### config.mk
export PLATFORM = sky130hd
export DESIGN_NAME = pbmpd_step
export DESIGN_NICKNAME = d
export VERILOG_FILES = /design/src/pbmpd_pkg.sv /design/src/pbmpd_step.sv
export SDC_FILE = /design/constraint.sdc
export NUM_CORES = 1
export LEC_CHECK = 0
export BUFFER_PORTS_ARGS = -buffer_cell sky130_fd_sc_hd__buf_2
export CORE_UTILIZATION = 58
export DETAILED_ROUTE_END_ITERATION = 10
export GPL_TIMING_DRIVEN = 0
export PLACE_DENSITY_LB_ADDON = 0.05
export SLEW_MARGIN = 30
export SYNTH_ARGS = -nofsm -noshare
export SYNTH_HDL_FRONTEND = slang
export SYNTH_SLANG_ARGS = --single-unit
### constraint.sdc
create_clock -name vclk -period 18.32
set_clock_uncertainty 0.15 [all_clocks]
set_input_delay 2.748 -clock vclk [all_inputs]
set_output_delay 2.748 -clock vclk [all_outputs]
set_load 0.01 [all_outputs]
### src/pbmpd_pkg.sv
`timescale 1ns / 1ps
// ----------------------------------------------------------------------------
// PackBits multi-plane decoder package
// Shared widths, codes, reset values and the control and result types.
// ----------------------------------------------------------------------------
package pbmpd_pkg;

   localparam int BYTE_W     = 8;
   localparam int LEN_W      = 8;
   localparam int PIDX_W     = 2;
   localparam int POFF_W     = 14;
   localparam int SIZE_REG_W = 15;
   localparam int COUNT_W    = 3;
   localparam int PREFIX_W   = 3;
   localparam int PLANE_W    = 3;
   localparam int CSR_IDX_W  = 2;
   localparam int CSR_DATA_W = 15;

   localparam logic [BYTE_W-1:0]     HDR_REPEAT   = 8'h80;
   localparam logic [LEN_W-1:0]      REPEAT_BIAS  = 8'd3;
   localparam logic [PREFIX_W-1:0]   PREFIX_MAX   = 3'd4;

   localparam logic [SIZE_REG_W-1:0] RST_PLANE_SIZE  = 15'd1024;
   localparam logic [COUNT_W-1:0]    RST_PLANE_COUNT = 3'd3;
   localparam logic [PREFIX_W-1:0]   RST_PREFIX      = 3'd0;
   localparam logic                  RST_TOLERATE    = 1'b0;

   localparam logic [1:0] ST_OK        = 2'd0;
   localparam logic [1:0] ST_TRUNCATED = 2'd1;
   localparam logic [1:0] ST_MISSING   = 2'd2;

   typedef enum logic [CSR_IDX_W-1:0] {
      REG_PLANE_SIZE,
      REG_PLANE_COUNT,
      REG_PREFIX_BYTES,
      REG_TOLERATE_LAST
   } csr_index_type;

   typedef enum logic [1:0] {
      PH_PREFIX,
      PH_HEADER,
      PH_LITERAL,
      PH_REPEAT
   } phase_type;

   typedef struct packed {
      phase_type            phase;
      logic [PREFIX_W-1:0]  prefix_seen;
      logic [LEN_W-1:0]     literal_left;
      logic [LEN_W-1:0]     repeat_count;
      logic [PLANE_W-1:0]   plane;
   } ctl_state_type;

   typedef struct packed {
      logic [BYTE_W-1:0] run_value;
      logic [LEN_W-1:0]  run_length;
      logic [PIDX_W-1:0] plane_index;
      logic [POFF_W-1:0] plane_offset;
      logic              plane_done;
      logic              final_res;
      logic [1:0]        status;
   } rsp_data_type;

endpackage

### src/pbmpd_step.sv
`timescale 1ns / 1ps
// ----------------------------------------------------------------------------
// PackBits multi-plane decoder step
// Next decoder state and the optional run or end-status result for one compressed byte.
// ----------------------------------------------------------------------------
module pbmpd_step import pbmpd_pkg::*; #(
   parameter int MAX_PLANE_BYTES = 16384,
   parameter int MAX_PLANES      = 4,
   localparam int OFF_W = $clog2(MAX_PLANE_BYTES + 1)
) (
   input  logic [SIZE_REG_W-1:0] cfg_plane_size,
   input  logic [COUNT_W-1:0]    cfg_plane_count,
   input  logic [PREFIX_W-1:0]   cfg_prefix_bytes,
   input  logic                  cfg_tolerate_last,
   input  ctl_state_type         state_cur,
   input  logic [OFF_W-1:0]      offset_cur,
   input  logic [BYTE_W-1:0]     src_byte,
   input  logic                  src_last,
   output ctl_state_type         state_nxt,
   output logic [OFF_W-1:0]      offset_nxt,
   output logic                  res_valid,
   output rsp_data_type          res
);

   localparam int CMP_W = (OFF_W > SIZE_REG_W) ? OFF_W : SIZE_REG_W;
   localparam int N_W   = (OFF_W > LEN_W) ? OFF_W : LEN_W;

   logic [CMP_W-1:0]    size_ext;
   logic [OFF_W-1:0]    size;
   logic [COUNT_W-1:0]  count;
   logic [PREFIX_W-1:0] prefix_lim;
   logic [OFF_W-1:0]    rem;
   logic [N_W-1:0]      rep_ext;
   logic [N_W-1:0]      rem_ext;
   logic [N_W-1:0]      n_ext;
   logic [OFF_W-1:0]    off_adv;
   logic                emit;
   ctl_state_type       st;
   logic [OFF_W-1:0]    off;

   // Register values outside their legal range are saturated here.
   always_comb begin
      size_ext = CMP_W'(cfg_plane_size);
      if (size_ext == '0) begin
         size = OFF_W'(1);
      end else if (size_ext > CMP_W'(MAX_PLANE_BYTES)) begin
         size = OFF_W'(MAX_PLANE_BYTES);
      end else begin
         size = OFF_W'(size_ext);
      end
      if (cfg_plane_count == '0) begin
         count = COUNT_W'(1);
      end else if (cfg_plane_count > COUNT_W'(MAX_PLANES)) begin
         count = COUNT_W'(MAX_PLANES);
      end else begin
         count = cfg_plane_count;
      end
      prefix_lim = (cfg_prefix_bytes > PREFIX_MAX) ? PREFIX_MAX : cfg_prefix_bytes;
   end

   // Repeat length is clamped to what is left of the current plane.
   always_comb begin
      rem     = (offset_cur < size) ? (size - offset_cur) : '0;
      rep_ext = N_W'(state_cur.repeat_count);
      rem_ext = N_W'(rem);
      n_ext   = (rep_ext < rem_ext) ? rep_ext : rem_ext;
   end

   always_comb begin
      st      = state_cur;
      off     = offset_cur;
      emit    = 1'b0;
      off_adv = '0;
      res     = '0;

      if (state_cur.plane < count) begin
         if (st.phase == PH_PREFIX && st.prefix_seen >= prefix_lim) begin
            st.phase = PH_HEADER;
         end
         case (st.phase)
            PH_PREFIX: begin
               st.prefix_seen = st.prefix_seen + PREFIX_W'(1);
            end
            PH_HEADER: begin
               if (src_byte < HDR_REPEAT) begin
                  st.literal_left = src_byte + LEN_W'(1);
                  st.phase        = PH_LITERAL;
               end else begin
                  st.repeat_count = src_byte - HDR_REPEAT + REPEAT_BIAS;
                  st.phase        = PH_REPEAT;
               end
            end
            PH_LITERAL: begin
               if (offset_cur < size) begin
                  off_adv            = offset_cur + OFF_W'(1);
                  emit               = 1'b1;
                  res.run_value      = src_byte;
                  res.run_length     = LEN_W'(1);
                  res.plane_index    = state_cur.plane[PIDX_W-1:0];
                  res.plane_offset   = POFF_W'(offset_cur);
                  res.plane_done     = (off_adv == size);
                  off                = off_adv;
               end
               if (st.literal_left != '0) begin
                  st.literal_left = st.literal_left - LEN_W'(1);
               end
               if (st.literal_left == '0) begin
                  st.phase = PH_HEADER;
                  if (off >= size) begin
                     st.plane = st.plane + PLANE_W'(1);
                     off      = '0;
                  end
               end
            end
            PH_REPEAT: begin
               if (n_ext != '0) begin
                  off_adv          = offset_cur + OFF_W'(n_ext);
                  emit             = 1'b1;
                  res.run_value    = src_byte;
                  res.run_length   = LEN_W'(n_ext);
                  res.plane_index  = state_cur.plane[PIDX_W-1:0];
                  res.plane_offset = POFF_W'(offset_cur);
                  res.plane_done   = (off_adv == size);
                  off              = off_adv;
               end
               st.repeat_count = '0;
               st.phase        = PH_HEADER;
               if (off >= size) begin
                  st.plane = st.plane + PLANE_W'(1);
                  off      = '0;
               end
            end
            default: begin
               st.phase = PH_HEADER;
            end
         endcase
      end

      // The final byte reports a status and returns the decoder to its start.
      if (src_last) begin
         res.final_res = 1'b1;
         if (st.plane >= count) begin
            res.status = ST_OK;
         end else if (cfg_tolerate_last && st.plane == count - COUNT_W'(1)) begin
            res.status = ST_OK;
         end else if (st.phase == PH_LITERAL || st.phase == PH_REPEAT) begin
            res.status = ST_TRUNCATED;
         end else begin
            res.status = ST_MISSING;
         end
         st  = '{phase: PH_PREFIX, prefix_seen: '0, literal_left: '0,
                 repeat_count: '0, plane: '0};
         off = '0;
      end

      state_nxt  = st;
      offset_nxt = off;
      res_valid  = emit || src_last;
   end

endmodule

==> metrics.cfg <==
[critical_path]
critPathKind = primary input to output port
cp_slowest_stage_delay_ns = 0.61
worst_setup_path_end_kind = output port
crit_arrival_ns = 14.45
required_ns = 15.42
slowest_stage = nor2_1
critical_path.max_fanout = 10
startpoint_type = primary input
crit_path_frequent_cell = ha_1

[global_routing]
grt_pass1_wl_microns = 29500
antenna_found_initial = 0
grt_overflow_total = 0
grt_max_degree = 11
grt_pass1_vias = 6144
grt_usage = 0.352

[layout]
final_cells = 1139
nNetsFinal = 1161
fin_util = 0.693
seq_cell_count = 0
n_clock_buffer = 0
drive_gt1_frac = 0.204
syn2layout_area_growth_pct = 15.2
antenna_cells = 0
seq_area_sq_um = 0

[power]
switchingPower_mw = 0.166
pwr-share-seq = 0
clkPwrFrac = 0
pwr-share-comb = 1.000
p_sw_frac = 0.580
ir_drop_mv = 0.0301
power.density_nw_per_um2 = 42.0
power.leakage_nw = 3.26
p_total_mw = 0.286
internal_power_mw = 0.120

[clock_tree]
post_cts_buffers = 0
hold_buffers = 0
ctsResizeCount = 0

[timing]
finalHoldViolCount = 0
finalSetupViolCount = 0
fin_crit_sh = 0.947
setup_ws_ns = 0.971
relSlewSlack = 0.458
period_minus_slack_ns = 17.35
rsz0062_at_grt = false
fmax_mhz = 57.6
tightestPinTransition_ns = 0.806
final.setup.tns_ns = 0
slew_violations = 0

[die]
rows = 36
dieArea_sq_um = 10600
die_y_microns = 103
design.core.area_sq_um = 9820
die_w_microns = 103
io_pins = 146
start_util = 0.602

[place]
dp_hpwl_microns = 16200
post-place-ws_ns = 1.29
gp_congestion = 1.02
placedCellCount = 1139
port_buffers = 142

[synthesis]
syn_inst = 859
synth_cell_types = 89
yosys_warnings = 0
synth_area_per_cell_sq_um = 6.88
yosysSeqAreaShare = 0
synth_area_sq_um = 5910

[route]
vias = 6926
drtIter0Drc = 517
totalWireLength_microns = 19100
dr.pass1.iters = 7
vias_per_cell = 6.08
wl_per_cell_microns = 16.8
drc = 0
ant_nets = 0

[flow_run]
maxCapViolations = 0

[hold_path]
whs_path_depth = 3
hold_path.class = primary input to output port

[status]
status = complete, no violations

[logic make-up after synthesis]
logic type      after synthesis  synth area share
fa+ha+maj                    84             0.179
compound gates              222             0.273
other cells                   1          0.000635
mux                          26            0.0494
buf+inv                     110            0.0763
simple gates                327             0.288
xor+xnor                     89             0.134
[power groups by stage]
stage / combinational [mW] / clock (mW) / sequential, mW
floorplan: 0.205 / 0 / 0
global placement: 0.275 / 0 / 0
detailed placement: 0.278 / 0 / 0
CTS: 0.280 / 0 / 0
global route: 0.314 / 0 / 0
finish: 0.286 / 0 / 0
[critical path: cells and delay by family]
family / cells / cell delay (ns)
fa+ha+maj: 6 / 1.78
buf+inv: 5 / 1.15
mux: 3 / 1.05
compound gates: 19 / 4.05
simple gates: 14 / 3.48
xor+xnor: 1 / 0.16
[cells in the mapped netlist (all sizes together), types with 3 or more instances]
cell type,n,area [sq um]
a21o,24,180
o31ai,6,72.6
a221o,3,30.0
nor2,78,305
mux2,19,218
a311oi,12,111
nor4,9,75.1
inv,71,267
nor2b,16,103
mux2i,7,73.8
o21bai,4,30.0
clkbuf,25,93.8
a22oi,15,113
o32ai,5,43.8
a21boi,4,30.0
and2,27,169
o22ai,4,25.0
nand3,20,105
nor3b,3,22.5
o211ai,9,72.6
nand2,75,284
or3,3,18.8
ha,82,1030
buf,14,90.1
nand4,15,93.8
nor3,17,90.1
o21a,5,37.5
xor2,19,166
a31oi,9,62.6
and3,18,113
or2,7,43.8
a21oi,54,274
xnor2,69,604
a211oi,6,50.1
a2111oi,3,45.1
nand2b,25,156
o21ai,36,180
[per-stage QoR]
| stage | cell area (sq um) | hold WS, ns |
|---|---|---|
| floorplan | 5930 | 5.44 |
| global placement | 6800 | 5.69 |
| detailed placement | 6800 | 5.69 |
| CTS | 6800 | 5.69 |
| global route | 6800 | 5.72 |
| finish | 6800 | 5.69 |
[routing by layer]
| metal | up-vias | global-route usage | wire length [microns] |
|---|---|---|---|
| li1 | 3375 | - | - |
| met1 | 3156 | 0.509 | 8670 |
| met2 | 367 | 0.578 | 8410 |
| met3 | 28 | 0.0224 | 1690 |
| met4 | 0 | 0.0639 | 384 |
| met5 | - | 0 | 0 |
[area by class of cell]
cell class / instances / area (sq um)
buffer: 39 / 184
fill: 959 / 3020
inverter: 71 / 267
multi-input combinational: 754 / 5480
tap: 133 / 166
timing repair buffer: 142 / 711
[path summary, 6_finish.rpt]
path,startpoint,endpoint,slack [ns]
hold / removal,src_last,res[2],5.69
setup / recovery,cfg_plane_size[5],res[1],0.97
[cell usage in the layout (no fill, tap or decap), types with 7 or more instances in the layout]
| master | instances |
|---|---|
| a21o_1 | 24 |
| a21oi_1 | 53 |
| a22oi_1 | 15 |
| a311oi_1 | 11 |
| a31oi_1 | 8 |
| and2_1 | 27 |
| and3_1 | 18 |
| buf_2 | 148 |
| clkbuf_1 | 25 |
| ha_1 | 82 |
| inv_1 | 71 |
| mux2_2 | 18 |
| nand2_1 | 74 |
| nand2b_1 | 25 |
| nand3_1 | 19 |
| nand4_1 | 15 |
| nor2_1 | 75 |
| nor2b_1 | 15 |
| nor3_1 | 16 |
| o211ai_1 | 8 |
| o21ai_0 | 34 |
| or2_2 | 7 |
| xnor2_1 | 69 |
| xor2_1 | 19 |
No activity file was read; power rests on OpenSTA's default activity.
